### src/sv/rua_pkg.sv
// ----------------------------------------------------------------------------
// rua_pkg
// Shared constants and types of the rectangle union area block.
// ----------------------------------------------------------------------------
`default_nettype none

package rua_pkg;

	localparam int MAX_RECTS = 8;
	localparam int IDX_W     = (MAX_RECTS > 1) ? $clog2(MAX_RECTS) : 1;
	localparam int CNT_W     = $clog2(MAX_RECTS + 1);
	localparam int CRD_W     = 10;
	localparam int EDGE_W    = CRD_W + 1;
	localparam int PROD_W    = 2 * EDGE_W;
	localparam int AREA_W    = 23;
	localparam int SUM_W     = PROD_W + MAX_RECTS + 2;

	typedef struct packed {
		logic [CRD_W-1:0] x;
		logic [CRD_W-1:0] y;
		logic [CRD_W-1:0] w;
		logic [CRD_W-1:0] h;
	} rect_t;

	// one store read during the subset walk
	typedef struct packed {
		logic vld;
		logic member;
		logic first;
		logic last;
	} walk_tag_t;

	// one finished subset, ready for the multiplier
	typedef struct packed {
		logic              vld;
		logic              ok;
		logic              neg;
		logic [EDGE_W-1:0] dx;
		logic [EDGE_W-1:0] dy;
	} term_t;

endpackage

`default_nettype wire

### src/sv/rua_in_if.sv
// ----------------------------------------------------------------------------
// rua_in_if
// Rectangle input channel: valid/ready handshake with one rectangle per
// transaction.
// ----------------------------------------------------------------------------
`default_nettype none

interface rua_in_if import rua_pkg::*; ();
	logic             valid;
	logic             ready;
	logic [CRD_W-1:0] rect_x;
	logic [CRD_W-1:0] rect_y;
	logic [CRD_W-1:0] rect_width;
	logic [CRD_W-1:0] rect_height;
	logic             last_rect;

	modport source (
		output valid, rect_x, rect_y, rect_width, rect_height, last_rect,
		input  ready
	);
	modport sink (
		input  valid, rect_x, rect_y, rect_width, rect_height, last_rect,
		output ready
	);
endinterface

`default_nettype wire

### src/sv/rua_out_if.sv
// ----------------------------------------------------------------------------
// rua_out_if
// Result channel: valid/ready handshake with one union area per
// transaction.
// ----------------------------------------------------------------------------
`default_nettype none

interface rua_out_if import rua_pkg::*; ();
	logic              valid;
	logic              ready;
	logic [AREA_W-1:0] union_area;
	logic              too_many;

	modport source (
		output valid, union_area, too_many,
		input  ready
	);
	modport sink (
		input  valid, union_area, too_many,
		output ready
	);
endinterface

`default_nettype wire

### src/sv/rect_union_area_incl_excl.sv
// ----------------------------------------------------------------------------
// rect_union_area_incl_excl
// Union area of a set of rectangles by inclusion-exclusion over all subsets.
// ----------------------------------------------------------------------------
// in_ch takes one rectangle per transaction (x, y, width, height, last_rect).
// Loading takes one rectangle per cycle; up to MAX_RECTS are kept in the
// store, later ones are dropped and reported through too_many.
// The transaction with last_rect set starts the subset walk. in_ch.ready is
// low during the walk. Each nonempty subset of the N stored rectangles reads
// all N entries through the single read port of the store, one per cycle.
// The result goes into an output register on out_ch, and loading of the next
// set resumes at once. If that register is still held by a stalled receiver
// when the next walk ends, the block waits there with in_ch.ready low.
// After reset the store is empty, no result is pending and in_ch.ready is
// high. A set with every rectangle dropped yields union_area 0.
// ----------------------------------------------------------------------------
`default_nettype none

module rect_union_area_incl_excl import rua_pkg::*; (
	input  wire logic clk,
	input  wire logic arst_n,
	rua_in_if.sink    in_ch,
	rua_out_if.source out_ch
);

	localparam logic ST_LOAD = 1'b0;
	localparam logic ST_WALK = 1'b1;

	logic                 state_q;
	logic [CNT_W-1:0]     count_q;
	logic                 ovf_q;
	logic                 issue_q;
	logic [MAX_RECTS-1:0] mask_q;
	logic [IDX_W-1:0]     idx_q;
	walk_tag_t            tag_s1;
	logic                 out_vld_q;
	logic [AREA_W-1:0]    out_area_q;
	logic                 out_many_q;

	logic                 in_acc, store_wr, last_idx, last_mask, finish, acc_busy;
	logic [CNT_W-1:0]     count_nxt, nm1_w;
	logic [MAX_RECTS:0]   lim_w;
	rect_t                wr_rect, rd_rect;
	term_t                term_s2;
	logic [SUM_W-1:0]     sum_w;

	assign in_ch.ready = (state_q == ST_LOAD);
	assign in_acc      = in_ch.valid && in_ch.ready;
	assign store_wr    = in_acc && (count_q < CNT_W'(MAX_RECTS));
	assign count_nxt   = store_wr ? (count_q + 1'b1) : count_q;

	assign wr_rect.x = in_ch.rect_x;
	assign wr_rect.y = in_ch.rect_y;
	assign wr_rect.w = in_ch.rect_width;
	assign wr_rect.h = in_ch.rect_height;

	assign nm1_w     = count_q - 1'b1;
	assign lim_w     = ((MAX_RECTS + 1)'(1) << count_q) - 1'b1;
	assign last_idx  = (idx_q == nm1_w[IDX_W-1:0]);
	assign last_mask = (mask_q == lim_w[MAX_RECTS-1:0]);

	// walk is over once nothing is left in the read, fold or multiply stages and the output register is free
	assign finish = (state_q == ST_WALK) && !issue_q && !tag_s1.vld && !term_s2.vld &&
		!acc_busy && (!out_vld_q || out_ch.ready);

	rua_store u_store (
		.clk     (clk),
		.wr_en   (store_wr),
		.wr_addr (count_q[IDX_W-1:0]),
		.wr_data (wr_rect),
		.rd_en   (issue_q),
		.rd_addr (idx_q),
		.rd_data (rd_rect)
	);

	rua_isect u_isect (
		.clk     (clk),
		.arst_n  (arst_n),
		.tag_s1  (tag_s1),
		.rect_s1 (rd_rect),
		.term_s2 (term_s2)
	);

	rua_acc u_acc (
		.clk     (clk),
		.arst_n  (arst_n),
		.term_s2 (term_s2),
		.clr     (finish),
		.busy    (acc_busy),
		.sum     (sum_w)
	);

	always_ff @(posedge clk or negedge arst_n) begin
		if (!arst_n) begin
			state_q   <= ST_LOAD;
			count_q   <= '0;
			ovf_q     <= 1'b0;
			issue_q   <= 1'b0;
			mask_q    <= '0;
			idx_q     <= '0;
			tag_s1    <= '0;
			out_vld_q <= 1'b0;
		end else begin
			tag_s1.vld    <= issue_q;
			tag_s1.member <= mask_q[idx_q];
			tag_s1.first  <= (idx_q == '0);
			tag_s1.last   <= last_idx;

			if (finish) begin
				out_vld_q <= 1'b1;
			end else if (out_ch.ready) begin
				out_vld_q <= 1'b0;
			end

			case (state_q)
				ST_LOAD: begin
					if (in_acc) begin
						count_q <= count_nxt;
						ovf_q   <= ovf_q | !store_wr;
						if (in_ch.last_rect) begin
							state_q <= ST_WALK;
							issue_q <= (count_nxt != '0);
							mask_q  <= MAX_RECTS'(1);
							idx_q   <= '0;
						end
					end
				end
				ST_WALK: begin
					if (issue_q) begin
						if (last_idx) begin
							idx_q <= '0;
							if (last_mask) begin
								issue_q <= 1'b0;
							end else begin
								mask_q <= mask_q + 1'b1;
							end
						end else begin
							idx_q <= idx_q + 1'b1;
						end
					end
					if (finish) begin
						state_q <= ST_LOAD;
						count_q <= '0;
						ovf_q   <= 1'b0;
					end
				end
				default: begin
					state_q <= ST_LOAD;
				end
			endcase
		end
	end

	always_ff @(posedge clk) begin
		if (finish) begin
			out_area_q <= sum_w[SUM_W-1] ? '0 : sum_w[AREA_W-1:0];
			out_many_q <= ovf_q;
		end
	end

	assign out_ch.valid      = out_vld_q;
	assign out_ch.union_area = out_area_q;
	assign out_ch.too_many   = out_many_q;

`ifndef SYNTHESIS
	a_no_load_while_walking: assert property (@(posedge clk) disable iff (!arst_n)
		in_ch.ready |-> !issue_q && !tag_s1.vld)
		else $error("rectangle accepted while the subset walk is running");

	a_count_in_range: assert property (@(posedge clk) disable iff (!arst_n)
		count_q <= CNT_W'(MAX_RECTS))
		else $error("rectangle count beyond store size");

	a_finish_loads_result: assert property (@(posedge clk) disable iff (!arst_n)
		finish |=> out_vld_q && (state_q == ST_LOAD))
		else $error("finished walk did not present a result");

	a_acc_only_in_walk: assert property (@(posedge clk) disable iff (!arst_n)
		acc_busy |-> (state_q == ST_WALK))
		else $error("subset term accumulated outside the walk");
`endif

endmodule

`default_nettype wire

### src/sv/rua_store.sv
// ----------------------------------------------------------------------------
// rua_store
// Rectangle store: one write port, one read port with registered data.
// ----------------------------------------------------------------------------
`default_nettype none

module rua_store import rua_pkg::*; (
	input  wire logic             clk,
	input  wire logic             wr_en,
	input  wire logic [IDX_W-1:0] wr_addr,
	input  wire rect_t            wr_data,
	input  wire logic             rd_en,
	input  wire logic [IDX_W-1:0] rd_addr,
	output rect_t                 rd_data
);

	rect_t mem_q [MAX_RECTS];
	rect_t rd_data_q;

	always_ff @(posedge clk) begin
		if (wr_en) begin
			mem_q[wr_addr] <= wr_data;
		end
	end

	always_ff @(posedge clk) begin
		if (rd_en) begin
			rd_data_q <= mem_q[rd_addr];
		end
	end

	assign rd_data = rd_data_q;

endmodule

`default_nettype wire

### src/sv/rua_isect.sv
// ----------------------------------------------------------------------------
// rua_isect
// Folds the members of one subset into a running intersection and checks
// every new member against all earlier ones for strict overlap.
// ----------------------------------------------------------------------------
`default_nettype none

module rua_isect import rua_pkg::*; (
	input  wire logic      clk,
	input  wire logic      arst_n,
	input  wire walk_tag_t tag_s1,
	input  wire rect_t     rect_s1,
	output term_t          term_s2
);

	logic              seen_q, ok_q, par_q;
	logic [EDGE_W-1:0] maxl_q, maxt_q, minr_q, minb_q;
	term_t             term_q;

	logic              seen0, ok0, par0;
	logic [EDGE_W-1:0] maxl0, maxt0, minr0, minb0;
	logic              seen_n, ok_n, par_n;
	logic [EDGE_W-1:0] maxl_n, maxt_n, minr_n, minb_n;
	logic [EDGE_W-1:0] x_w, y_w, r_w, b_w;
	logic              pass_w;

	always_comb begin
		x_w = {1'b0, rect_s1.x};
		y_w = {1'b0, rect_s1.y};
		r_w = x_w + {1'b0, rect_s1.w};
		b_w = y_w + {1'b0, rect_s1.h};

		if (tag_s1.first) begin
			seen0 = 1'b0;
			ok0   = 1'b1;
			par0  = 1'b0;
			maxl0 = '0;
			maxt0 = '0;
			minr0 = '1;
			minb0 = '1;
		end else begin
			seen0 = seen_q;
			ok0   = ok_q;
			par0  = par_q;
			maxl0 = maxl_q;
			maxt0 = maxt_q;
			minr0 = minr_q;
			minb0 = minb_q;
		end

		// new member against every earlier one, through the running extremes
		pass_w = !seen0 || ((x_w < minr0) && (maxl0 < r_w) &&
			(y_w < minb0) && (maxt0 < b_w));

		seen_n = seen0;
		ok_n   = ok0;
		par_n  = par0;
		maxl_n = maxl0;
		maxt_n = maxt0;
		minr_n = minr0;
		minb_n = minb0;
		if (tag_s1.member) begin
			seen_n = 1'b1;
			ok_n   = ok0 & pass_w;
			par_n  = ~par0;
			maxl_n = (x_w > maxl0) ? x_w : maxl0;
			maxt_n = (y_w > maxt0) ? y_w : maxt0;
			minr_n = (r_w < minr0) ? r_w : minr0;
			minb_n = (b_w < minb0) ? b_w : minb0;
		end
	end

	always_ff @(posedge clk or negedge arst_n) begin
		if (!arst_n) begin
			seen_q <= 1'b0;
			ok_q   <= 1'b1;
			par_q  <= 1'b0;
			maxl_q <= '0;
			maxt_q <= '0;
			minr_q <= '1;
			minb_q <= '1;
			term_q <= '0;
		end else begin
			if (tag_s1.vld) begin
				seen_q <= seen_n;
				ok_q   <= ok_n;
				par_q  <= par_n;
				maxl_q <= maxl_n;
				maxt_q <= maxt_n;
				minr_q <= minr_n;
				minb_q <= minb_n;
			end
			term_q.vld <= tag_s1.vld & tag_s1.last;
			term_q.ok  <= ok_n & seen_n;
			term_q.neg <= ~par_n;
			term_q.dx  <= (minr_n > maxl_n) ? (minr_n - maxl_n) : '0;
			term_q.dy  <= (minb_n > maxt_n) ? (minb_n - maxt_n) : '0;
		end
	end

	assign term_s2 = term_q;

endmodule

`default_nettype wire

### src/sv/rua_acc.sv
// ----------------------------------------------------------------------------
// rua_acc
// Area multiplier and signed inclusion-exclusion accumulator.
// ----------------------------------------------------------------------------
`default_nettype none

module rua_acc import rua_pkg::*; (
	input  wire logic       clk,
	input  wire logic       arst_n,
	input  wire term_t      term_s2,
	input  wire logic       clr,
	output logic            busy,
	output logic [SUM_W-1:0] sum
);

	logic              vld_s3, neg_s3;
	logic [PROD_W-1:0] prod_s3;
	logic [SUM_W-1:0]  sum_q;
	logic [PROD_W-1:0] prod_w;

	assign prod_w = PROD_W'(term_s2.dx) * PROD_W'(term_s2.dy);

	always_ff @(posedge clk or negedge arst_n) begin
		if (!arst_n) begin
			vld_s3  <= 1'b0;
			neg_s3  <= 1'b0;
			prod_s3 <= '0;
			sum_q   <= '0;
		end else begin
			vld_s3  <= term_s2.vld;
			neg_s3  <= term_s2.neg;
			prod_s3 <= term_s2.ok ? prod_w : '0;
			if (clr) begin
				sum_q <= '0;
			end else if (vld_s3) begin
				sum_q <= neg_s3 ? (sum_q - SUM_W'(prod_s3)) : (sum_q + SUM_W'(prod_s3));
			end
		end
	end

	assign busy = vld_s3;
	assign sum  = sum_q;

endmodule

`default_nettype wire

### src/flat_wrapper.sv
// flat-port wrapper written by rule: the top's interface ports become plain ports
module rect_union_area_incl_excl_flat import rua_pkg::*;
  (clk, arst_n, in_ch_valid, in_ch_rect_x, in_ch_rect_y, in_ch_rect_width, in_ch_rect_height, in_ch_last_rect, in_ch_ready, out_ch_valid, out_ch_union_area, out_ch_too_many, out_ch_ready);
  rua_in_if in_ch_i ();
  rua_out_if out_ch_i ();
  input  wire logic clk;
  input  wire logic arst_n;
  input wire logic [$bits(in_ch_i.valid)-1:0] in_ch_valid;
  input wire logic [$bits(in_ch_i.rect_x)-1:0] in_ch_rect_x;
  input wire logic [$bits(in_ch_i.rect_y)-1:0] in_ch_rect_y;
  input wire logic [$bits(in_ch_i.rect_width)-1:0] in_ch_rect_width;
  input wire logic [$bits(in_ch_i.rect_height)-1:0] in_ch_rect_height;
  input wire logic [$bits(in_ch_i.last_rect)-1:0] in_ch_last_rect;
  output wire logic [$bits(in_ch_i.ready)-1:0] in_ch_ready;
  output wire logic [$bits(out_ch_i.valid)-1:0] out_ch_valid;
  output wire logic [$bits(out_ch_i.union_area)-1:0] out_ch_union_area;
  output wire logic [$bits(out_ch_i.too_many)-1:0] out_ch_too_many;
  input wire logic [$bits(out_ch_i.ready)-1:0] out_ch_ready;
  assign in_ch_i.valid = in_ch_valid;
  assign in_ch_i.rect_x = in_ch_rect_x;
  assign in_ch_i.rect_y = in_ch_rect_y;
  assign in_ch_i.rect_width = in_ch_rect_width;
  assign in_ch_i.rect_height = in_ch_rect_height;
  assign in_ch_i.last_rect = in_ch_last_rect;
  assign in_ch_ready = in_ch_i.ready;
  assign out_ch_valid = out_ch_i.valid;
  assign out_ch_union_area = out_ch_i.union_area;
  assign out_ch_too_many = out_ch_i.too_many;
  assign out_ch_i.ready = out_ch_ready;
  rect_union_area_incl_excl u_core (.clk(clk), .arst_n(arst_n), .in_ch(in_ch_i), .out_ch(out_ch_i));
endmodule
### config.mk
export PLATFORM = sky130hd
export DESIGN_NAME = rect_union_area_incl_excl_flat
export DESIGN_NICKNAME = d
export VERILOG_FILES = /design/src/sv/rua_pkg.sv /design/src/sv/rua_in_if.sv /design/src/sv/rua_out_if.sv /design/src/sv/rect_union_area_incl_excl.sv /design/src/sv/rua_store.sv /design/src/sv/rua_isect.sv /design/src/sv/rua_acc.sv /design/src/flat_wrapper.sv
export SDC_FILE = /design/constraint.sdc
export NUM_CORES = 1
export LEC_CHECK = 0
export ABC_AREA = 1
export BUFFER_PORTS_ARGS = -buffer_cell sky130_fd_sc_hd__buf_2
export CORE_ASPECT_RATIO = 1.1
export CORE_UTILIZATION = 46
export DETAILED_ROUTE_END_ITERATION = 10
export GPL_ROUTABILITY_DRIVEN = 0
export SLEW_MARGIN = 20
export SYNTH_ARGS = -nofsm -noshare
export SYNTH_HDL_FRONTEND = slang
export SYNTH_SLANG_ARGS = --single-unit
export TNS_END_PERCENT = 1
### constraint.sdc
create_clock -name clk -period 7.5 [get_ports clk]
set_input_delay 1.125 -clock clk [delete_from_list [all_inputs] [get_ports clk]]
set_output_delay 1.125 -clock clk [all_outputs]
set_load 0.03 [all_outputs]
==> results of run 1 <==
-- power by group --
part                    switching, mW  internal [mW]  leakage, nW  total (mW)
clock network                    1.20           1.57        0.890        2.78
registers      0.00000000000000000526           3.17         5.29        3.17
logic                          0.0397        0.00944         9.75      0.0492
-- synth_stat cells (3+ instances only) --
cell type and number:
dfstp_2 23, clkbuf_1 91, dfrtp_1 128, nor2_1 543
o21bai_1 6, nor2_2 5, nand2_1 815, nor3_1 18
inv_1 455, buf_4 3, o21a_1 8, and2_1 6
buf_6 3, o21ai_1 30, nand2_4 5, o211ai_1 8
nand3_2 5, o22ai_1 49, nor4_1 6, ha_1 223
buf_1 15, o31ai_1 8, o21ai_0 264, buf_2 20
a21boi_0 4, nand3_1 133, nand3b_1 5, nand4_1 28
edfxtp_1 384, xor2_1 49, a21oi_1 165, xnor2_1 17
nand2_2 10, fa_1 85, inv_2 8, a31oi_1 45
-- flip-flops by register name (all words and copies together) (netlist names), 8 cells and up --
name,cells
u_core.u_store.mem_q,320
u_core.u_store.rd_data,40
u_core.u_acc.sum,32
u_core.u_isect.term_s2,25
u_core.out_ch.union_area,23
u_core.u_acc.prod_s3,22
u_core.u_isect.maxl_q,11
u_core.u_isect.maxt_q,11
u_core.u_isect.minb_q,11
u_core.u_isect.minr_q,11
u_core.mask_q,8
-- path summary, 6_finish.rpt --
kind	end	slack, ns	cells after the start
min in group clk	u_core.u_acc.neg_s3$_DFF_PN0_	0.34	0
worst min register to register	u_core.u_acc.neg_s3$_DFF_PN0_	0.34	0
worst min-delay path	u_core.u_acc.sum[25]$_DFFE_PN0P_	0.34	1
max in group asynchronous	u_core.idx_q[0]$_DFFE_PN0P_	5.87	2
worst max-delay path	u_core.u_acc.prod_s3[20]$_DFF_PN0_	2.45	18
worst max register to register	u_core.u_acc.prod_s3[20]$_DFF_PN0_	2.45	18
-- area by class of cell --
cell class	instances	area (µm²)
fill	6515	33920
sequential	535	15350
multi-input combinational	2563	14840
inverter	467	1765
clock buffer	73	1516
tap	927	1160
timing repair buffer	91	514.2
clock inverter	32	315.3
antenna	1	2.502
-- metrics by stage --
stage	instances	power [mW]
6_report	4689	5.996
5_1_grt	4688	6.164
4_1_cts	4688	6.050
3_5_place_dp	4583	3.279
3_3_place_gp	4583	3.278
2_1_floorplan	3697	3.230
-- routing by layer --
metal | part of all wire (%) | global-route usage (%) | vias to the layer above | wire length, µm
met4 | 2.2 | 5.497 | 8 | 1764
met3 | 3.8 | 2.987 | 115 | 2968
met1 | 44 | 29.03 | 11777 | 34730
li1 | - | - | 12234 | -
met2 | 50 | 39.44 | 493 | 39400
met5 | 0.071 | 0 | - | 56
-- cells by family (layout without fill, tap and decap cells) --
| kind of cell | after synthesis | count (layout) | share of synthesized area (%) |
|---|---|---|---|
| AND/OR/NAND/NOR | 1591 | 1591 | 19.96 |
| buffers and inverters | 599 | 663 | 7.143 |
| AO/OA/AOI/OAI | 597 | 597 | 9.936 |
| flip-flops | 535 | 535 | 47.28 |
| adder cells (fa/ha/maj) | 308 | 308 | 13.85 |
| XOR/XNOR | 67 | 67 | 1.832 |
| other | 0 | 1 | 0 |
==> flow_metrics.env, run 1 <==
export IMPL_firstDrtPassIters=8
export IMPL_max_stage_delay_ns=0.55
export IMPL_syn_to_final_growth_pct=9.315
export IMPL_setup_tns_ns=0
export IMPL_dpl_worst_slack_ns=2.488
export IMPL_ys_seq_area_share_pct=47.28
export IMPL_rsz0062_at_grt="no"
export IMPL_vias=24627
export IMPL_cp_cell_sequence="nand2_1 > inv_1 > fa_1 > inv_1 > fa_1 > inv_1 > fa_1 > fa_1 > inv_1 > fa_1 > inv_1 > ha_1 > nand2_1 > nor4_1 > nand4_1 > nand3_1 > xor2_1 > nor2_1"
export IMPL_die_h_um=280.5
export IMPL_ant_nets=0
export IMPL_placement_io_buffers=70
export IMPL_slew_violations=0
export IMPL_cts_tree="built"
export IMPL_num_rows=101
export IMPL_relSlewSlack_pct=35.19
export IMPL_critPathBufInv=5
export IMPL_peakVddDrop_mv=0.2184
export IMPL_track_usage_pct=22.44
export IMPL_htree_levels=2
export IMPL_crit_start="u_core.u_isect.term_s2[13]$_DFF_PN0_"
export IMPL_stdcell_area_mm2=0.03546
export IMPL_gr_total_overflow=0
export IMPL_fin_util_pct=51.11
export IMPL_critPathLaunchType="register"
export IMPL_clk_pin_slew_ns=0.07
export IMPL_fin_crit_sh_pct=67.34
export IMPL_drcViolationCount=0
export IMPL_wire_per_inst_um=16.83
export IMPL_whs_ns=0.3388
export IMPL_cp_max_fo=11
export IMPL_cts_sinks=535
export IMPL_synth_area_per_cell_um2=8.774
export IMPL_min_period_ns=5.050
export IMPL_cts_resized_gates=0
export IMPL_syn_nets=4050
export IMPL_clk_latency_ns=0.63
export IMPL_tightest_slew_ns=0.9661
export IMPL_min_path_type="in -> async"
export IMPL_drtIter0Drc=1848
export IMPL_core_area_mm2=0.06938
export IMPL_yosys_warnings=0
export IMPL_layout_common_cells="815 x nand2_1, 536 x nor2_1, 452 x inv_1"
export IMPL_io_pin_count=71
export IMPL_arrival_ns=5.57
export IMPL_setup_viol=0
export IMPL_vias_per_cell=5.252
export IMPL_post_cts_repair_setup_buffers=0
export IMPL_max_cap_viol_count=0
export IMPL_power_leakage_nw=15.93
export IMPL_crit_family="adder cells"
export IMPL_setup_ws_ns=2.450
export IMPL_yosysTopAreaCellShare_pct=35.55
export IMPL_placed_cell_area_mm2=0.03363
export IMPL_grt_first_pass_wirelength_um=127300
export IMPL_layout_commonest_cell="nand2_1"
export IMPL_synth_area_leaders="edfxtp_1 36%, dfrtp_1 9.9%, nand2_1 9.4%"
export IMPL_clk_path_buf_depth=3
export IMPL_p_per_area_mw_per_mm2=169.1
export IMPL_grt_antenna_before_repair=5
export IMPL_grt_max_degree=88
export IMPL_drive_above_1_share_pct=6.833
export IMPL_die_area_mm2=0.07159
export IMPL_worstSetupPathType="reg -> reg"
export IMPL_clock_skew_ns=0.01895
export IMPL_numCtsBuffers=57
export IMPL_slowest_stage="fa_1"
export IMPL_start_util_pct=46.76
export IMPL_yosysTopAreaCell="edfxtp_1"
export IMPL_synth_enable_flop_cells=384
export IMPL_cp_end_kind="register"
export IMPL_clock_fmax_ghz=0.1980
export IMPL_clock_root_buffer="clkbuf_16"
export IMPL_synth_seq_cells=535
export IMPL_wl_um=78920
export IMPL_required_ns=8.02
export IMPL_synth_area_mm2=0.03244
export IMPL_status="finished, final reports clean"
export IMPL_postSynthCellCount=3697
export IMPL_async_flop_share_pct=28.22
export IMPL_r2r_start="u_core.u_isect.term_s2[13]$_DFF_PN0_"
export IMPL_synth_cell_types=55
export IMPL_cts_hold_buf=0
export IMPL_grt_pass1_vias=23790
export IMPL_chipWidth_um=255.2
export IMPL_synth_ff_type="edfxtp_1"
export IMPL_hold_viol=0
export IMPL_fin_nets=4068
export IMPL_dp_hpwl_um=54180
(Power assumes the default switching activity.)
==> run 2: changes to the inputs <==
- clock period: 7.5 -> 4.4 ns (I/O delays scaled with it)
==> run 2 against run 1 <==
The run now ends with setup timing left; count of clock-buffer cells in the layout is 1 lower; critical path depth is 2 higher; global-route usage hardly changed; sequential power is 70% higher; final area is 5.7% higher; first-iteration DRC count is 24% lower; final cell count is 3.8% higher; flip-flop and latch count stayed put; clock skew is 0.014 ns higher; highest routed layer unchanged.
==> flow_metrics.env, run 2 (synthesis gave the netlist of run 1 again) <==
export IMPL_cp_max_fo=5
export IMPL_fill_cells=6362
export IMPL_fin_util_pct=54.03
export IMPL_max_cap_viol_count=0
export IMPL_start_util_pct=46.76
export IMPL_fin_crit_sh_pct=100.6
export IMPL_power_leakage_nw=16.91
export IMPL_drive_above_1_share_pct=13.98
export IMPL_ant_nets=0
export IMPL_drcViolationCount=0
export IMPL_worstSetupPathType="reg -> reg"
export IMPL_stdcell_area_mm2=0.03749
export IMPL_register_area_mm2=0.01537
export IMPL_p_int_mw=8.091
export IMPL_setup_ws_ns=-0.02464
export IMPL_combPwrFrac_pct=0.8
export IMPL_hold_viol=0
export IMPL_layout_common_cells="797 x nand2_1, 528 x nor2_1, 449 x inv_1"
export IMPL_p_seq_share_pct=53.0
export IMPL_use_met1_pct=28.12
export IMPL_dp_hpwl_um=56090
export IMPL_track_usage_pct=22.40
export IMPL_grt_antenna_before_repair=8
export IMPL_rsz0062_at_grt="yes"
export IMPL_cp_end_kind="register"
export IMPL_use_met2_pct=39.72
export IMPL_multiInputGateArea_mm2=0.01540
export IMPL_swShare_pct=20.63
export IMPL_clock_fmax_ghz=0.2260
export IMPL_status="complete, but fails checks"
export IMPL_drtIter0Drc=1405
export IMPL_firstDrtPassIters=5
export IMPL_power_share_clock_pct=46.2
export IMPL_busiest_layer="met2"
export IMPL_cts_sinks=535
export IMPL_htree_levels=2
export IMPL_min_path_type="in -> async"
export IMPL_peakVddDrop_mv=0.2953
export IMPL_antenna_cells=0
export IMPL_core_area_mm2=0.06938
export IMPL_clock_root_buffer="clkbuf_16"
export IMPL_cts_tree="built"
export IMPL_grt_max_degree=168
export IMPL_wire_per_inst_um=16.29
export IMPL_fin_nets=4253
export IMPL_placed_cell_area_mm2=0.03509
export IMPL_placement_io_buffers=70
export IMPL_violations="setup timing"
export IMPL_dpl_worst_slack_ns=-0.2605
export IMPL_chipWidth_um=255.2
export IMPL_critPathLaunchType="register"
export IMPL_clk_pin_slew_ns=0.06
export IMPL_clk_latency_ns=0.64
export IMPL_clk_path_buf_depth=3
export IMPL_grt_first_pass_wirelength_um=126800
export IMPL_die_area_mm2=0.07159
export IMPL_wl_um=79300
export IMPL_largest_reg_flops=320
export IMPL_gr_total_overflow=0
export IMPL_p_switching_mw=2.103
export IMPL_clock_skew_ns=0.03307
export IMPL_numCtsBuffers=57
export IMPL_relSlewSlack_pct=31.56
export IMPL_vias_per_cell=5.149
export IMPL_min_period_ns=4.425
export IMPL_slew_violations=0
export IMPL_layout_commonest_cell="nand2_1"
export IMPL_setup_viol=5
export IMPL_grt_util_met3_pct=2.987
export IMPL_grt_pass1_vias=24250
export IMPL_required_ns=4.93
export IMPL_p_per_area_mw_per_mm2=271.9
export IMPL_cts_hold_buf=0
export IMPL_syn_to_final_growth_pct=15.56
export IMPL_io_pin_count=71
export IMPL_setup_tns_ns=-0.07150
export IMPL_die_h_um=280.5
export IMPL_top_register="u_core.u_store.mem_q"
export IMPL_arrival_ns=4.95
export IMPL_vias=25062
export IMPL_tightest_slew_ns=1.025
export IMPL_num_rows=101
==> run 2: cell types whose count changed in the layout (fill, tap and decap cells not counted), sizes merged <==
cell / before / now
clkinv: 24 / 21
clkbuf: 73 / 72
buf: 91 / 276
diode: 1 / 0
clkinvlp: 4 / 2
==> run 2: layer usage <==
metal,routed length (µm),vias up
li1,-,12597
met1,34220,11913
met2,39700,410
met3,2863,130
met4,2450,12
met5,68,-
==> run 2: worst max-delay path: stages, from the launching register on <==
cell and delay (ns):
dfrtp_2 0.44, buf_4 0.16, nand2_1 0.08, fa_1 0.43, fa_1 0.49, inv_1 0.06
fa_1 0.48, fa_1 0.54, inv_1 0.05, fa_1 0.53, inv_1 0.06, ha_4 0.31
nand2_1 0.07, inv_1 0.05, nand2_1 0.07, o21ai_2 0.21, nand2_1 0.07, nand2_1 0.08
nand2_1 0.05, nand2_1 0.05, nor2_1 0.05
==> run 2: what timing repair did <==
| action | 4_1_cts | 5_1_grt |
|---|---|---|
| setup endpoints to repair | 36 | 36 |
| gates resized for setup | 61 | 69 |
| pin swaps | 22 | 24 |
| buffers inserted | 5 | 0 |
| hold endpoints to repair | 0 | 0 |
==> run 2: through the flow <==
step / instances / power [mW] / hold WS [ns]
6_report: 4867 / 10.19 / 0.06356
5_1_grt: 4867 / 10.49 / 0.09483
4_1_cts: 4867 / 10.30 / 0.06441
3_5_place_dp: 4763 / 5.589 / 0.3472
3_3_place_gp: 4763 / 5.587 / 0.3368
2_1_floorplan: 3697 / 5.506 / 0.3312
==> run 2: power by group through the flow <==
stage	logic [mW]	registers, mW	clock network (mW)
floorplan	0.000392	5.51	0
global placement	0.0834	5.50	0
detailed placement	0.0860	5.50	0
CTS	0.0856	5.40	4.82
global route	0.0947	5.40	5.00
finish	0.0830	5.40	4.71
==> run 2: final cells by class <==
| cell class | count | share of cell area (%) |
|---|---|---|
| multi-input combinational | 2563 | 41.07 |
| sequential | 535 | 40.99 |
| timing repair buffer | 276 | 5.270 |
| inverter | 467 | 4.710 |
| clock buffer | 72 | 4.035 |
| tap | 927 | 3.094 |
| clock inverter | 27 | 0.8278 |
==> run 2: path summary, 6_finish.rpt <==
path	from	end	slack, ns	depth (start not counted)
worst max-delay path	u_core.u_isect.term_s2[15]$_DFF_PN0_	u_core.u_acc.prod_s3[15]$_DFF_PN0_	-0.02	20
worst min-delay path	arst_n	u_core.u_acc.sum[22]$_DFFE_PN0P_	0.06	1
worst max register to register	u_core.u_isect.term_s2[15]$_DFF_PN0_	u_core.u_acc.prod_s3[15]$_DFF_PN0_	-0.02	20
worst min register to register	u_core.u_isect.term_s2[22]$_DFF_PN0_	u_core.u_acc.neg_s3$_DFF_PN0_	0.36	0
max in group asynchronous	arst_n	u_core.u_isect.term_s2[14]$_DFF_PN0_	3.35	2
min in group clk	out_ch_ready	u_core.out_ch.valid$_DFFE_PN0P_	0.23	2
==> run 3: changes to the inputs <==
- clock period: 4.4 -> 4.9 ns (I/O delays scaled with it)
==> run 3 against run 2 <==
The flow now finishes without violations; die area unchanged; clock skew increased by 0.012 ns; power is 8.3% lower; final area decreased by 3.8%; utilization down 2.1 points; final cell count down 2.5%.
==> flow_metrics.env, run 3 (synthesis gave the netlist of run 1 again) <==
export IMPL_status="finished, final reports clean"
export IMPL_peakVddDrop_mv=0.3138
export IMPL_max_stage_delay_ns=0.55
export IMPL_start_util_pct=46.76
export IMPL_min_path_type="in -> reg"
export IMPL_required_ns=5.38
export IMPL_layout_commonest_cell="nand2_1"
export IMPL_drcViolationCount=0
export IMPL_critPathLaunchType="register"
export IMPL_slew_violations=0
export IMPL_rsz0062_at_grt="yes"
export IMPL_numCtsBuffers=58
export IMPL_stdcell_area_mm2=0.03606
export IMPL_setup_tns_ns=0
export IMPL_die_area_mm2=0.07159
export IMPL_gr_total_overflow=0
export IMPL_tightest_slew_ns=1.045
export IMPL_wire_per_inst_um=16.29
export IMPL_vias=24449
export IMPL_relSlewSlack_pct=29.90
export IMPL_cts_tree="built"
export IMPL_drive_above_1_share_pct=8.807
export IMPL_dp_hpwl_um=55230
export IMPL_track_usage_pct=21.81
export IMPL_holdPathEnd="u_core.out_ch.valid$_DFFE_PN0P_"
export IMPL_clk_pin_slew_ns=0.06
export IMPL_htree_levels=2
export IMPL_multiInputGateArea_mm2=0.01489
export IMPL_vias_per_cell=5.155
export IMPL_syn_to_final_growth_pct=11.17
export IMPL_r2r_slack_ns=0.20
export IMPL_chipWidth_um=255.2
export IMPL_cp_common_cell="fa_1"
export IMPL_core_area_mm2=0.06938
export IMPL_max_cap_viol_count=0
export IMPL_largest_reg_flops=320
export IMPL_slowest_stage="fa_1"
export IMPL_clock_root_buffer="clkbuf_16"
export IMPL_layout_common_cells="814 x nand2_1, 535 x nor2_1, 452 x inv_1"
export IMPL_ant_nets=0
export IMPL_top_register="u_core.u_store.mem_q"
export IMPL_fin_nets=4121
export IMPL_p_per_area_mw_per_mm2=259.2
export IMPL_min_period_ns=4.699
export IMPL_r2r_start="u_core.u_isect.term_s2[7]$_DFF_PN0_"
export IMPL_grt_first_pass_wirelength_um=123600
export IMPL_hold_path_cell_count=2
export IMPL_setup_viol=0
export IMPL_fin_util_pct=51.98
export IMPL_hold_viol=0
export IMPL_io_pin_count=71
export IMPL_grt_pass1_vias=23373
export IMPL_clock_skew_ns=0.04489
export IMPL_clk_latency_ns=0.63
export IMPL_setup_ws_ns=0.2012
export IMPL_post_cts_repair_setup_buffers=0
export IMPL_fin_cells=4743
export IMPL_clock_fmax_ghz=0.2128
export IMPL_cp_max_fo=7
export IMPL_cp_end_kind="register"
export IMPL_r2r_cells=18
export IMPL_register_area_mm2=0.01536
export IMPL_cp_cell_sequence="buf_4 > nand2_1 > inv_1 > fa_1 > fa_1 > fa_1 > fa_1 > inv_1 > fa_1 > inv_1 > ha_1 > a21oi_1 > o21a_1 > nand2_1 > nand2_1 > nand2_1 > o21ai_0 > a21oi_1"
export IMPL_fin_crit_sh_pct=95.89
export IMPL_grt_antenna_before_repair=7
export IMPL_dpl_worst_slack_ns=0.1191
export IMPL_firstDrtPassIters=5
export IMPL_clk_path_buf_depth=3
export IMPL_placement_io_buffers=70
export IMPL_grt_max_degree=114
export IMPL_drtIter0Drc=1469
export IMPL_reg2reg_to="u_core.u_acc.prod_s3[14]$_DFF_PN0_"
export IMPL_wl_um=77260
export IMPL_arrival_ns=5.17
export IMPL_num_rows=101
export IMPL_placed_cell_area_mm2=0.03403
export IMPL_placed_cells=4634
export IMPL_die_h_um=280.5
export IMPL_cts_sinks=535
export IMPL_power_leakage_nw=16.24
export IMPL_fin_total_pwr_mw=9.348
export IMPL_worstSetupPathType="reg -> reg"
export IMPL_worstHoldStart="out_ch_ready"
export IMPL_whs_ns=0.3140
export IMPL_fill_cells=6487
[run 3: how the worst max path moves through the flow]
stage / start / to / slack [ns] / depth (start not counted)
finish: u_core.u_isect.term_s2[7]$_DFF_PN0_ / u_core.u_acc.prod_s3[14]$_DFF_PN0_ / 0.20 / 18
CTS: u_core.u_isect.term_s2[11]$_DFF_PN0_ / u_core.u_acc.prod_s3[14]$_DFF_PN0_ / 0.11 / 18
global placement: u_core.u_isect.term_s2[11]$_DFF_PN0_ / u_core.u_acc.prod_s3[21]$_DFF_PN0_ / 0.13 / 17
floorplan: u_core.u_isect.term_s2[10]$_DFF_PN0_ / u_core.u_acc.prod_s3[20]$_DFF_PN0_ / 0.23 / 19
detailed placement: u_core.u_isect.term_s2[11]$_DFF_PN0_ / u_core.u_acc.prod_s3[21]$_DFF_PN0_ / 0.12 / 17
global route: u_core.u_isect.term_s2[16]$_DFF_PN0_ / u_core.u_acc.prod_s3[14]$_DFF_PN0_ / -0.08 / 18
[run 3: cell type report]
class                      count  area share, %
sequential                   535          42.59
tap                          927          3.216
clock buffer                  70          4.407
timing repair buffer         143          2.585
inverter                     467          4.896
antenna                        1       0.006939
clock inverter                37          1.020
multi-input combinational   2563          41.28
[run 3: worst max-delay path, delay by kind of cell (launching register included)]
kind,cells,cell delay [ns]
buf+inv,4,0.31
flops,1,0.46
compound gates,4,0.55
simple gates,4,0.29
fa+ha+maj,6,2.95
[run 3: layer usage]
metal | wire, µm | part of all wire (%) | global-route usage, %
met5 | 69 | 0.089 | 0
met3 | 2721 | 3.5 | 3.034
met1 | 34120 | 44 | 27.87
met2 | 38590 | 50 | 38.45
met4 | 1752 | 2.3 | 5.712
[run 3: timing repair]
action                                  4_1_cts  5_1_grt
endpoints found under the setup margin        0       16
hold buffers                                  1        0
endpoints found under the hold margin         4        0
resized for setup                             0       19
[run 3: report_power, final]
part           internal (mW)  leakage (nW)          switching (mW)  total [mW]
logic                 0.0156          10.0                  0.0594      0.0750
clock network           2.58         0.949                    1.84        4.42
registers               4.85          5.28  0.00000000000000000774        4.85
total                   7.45          16.2                    1.90        9.35
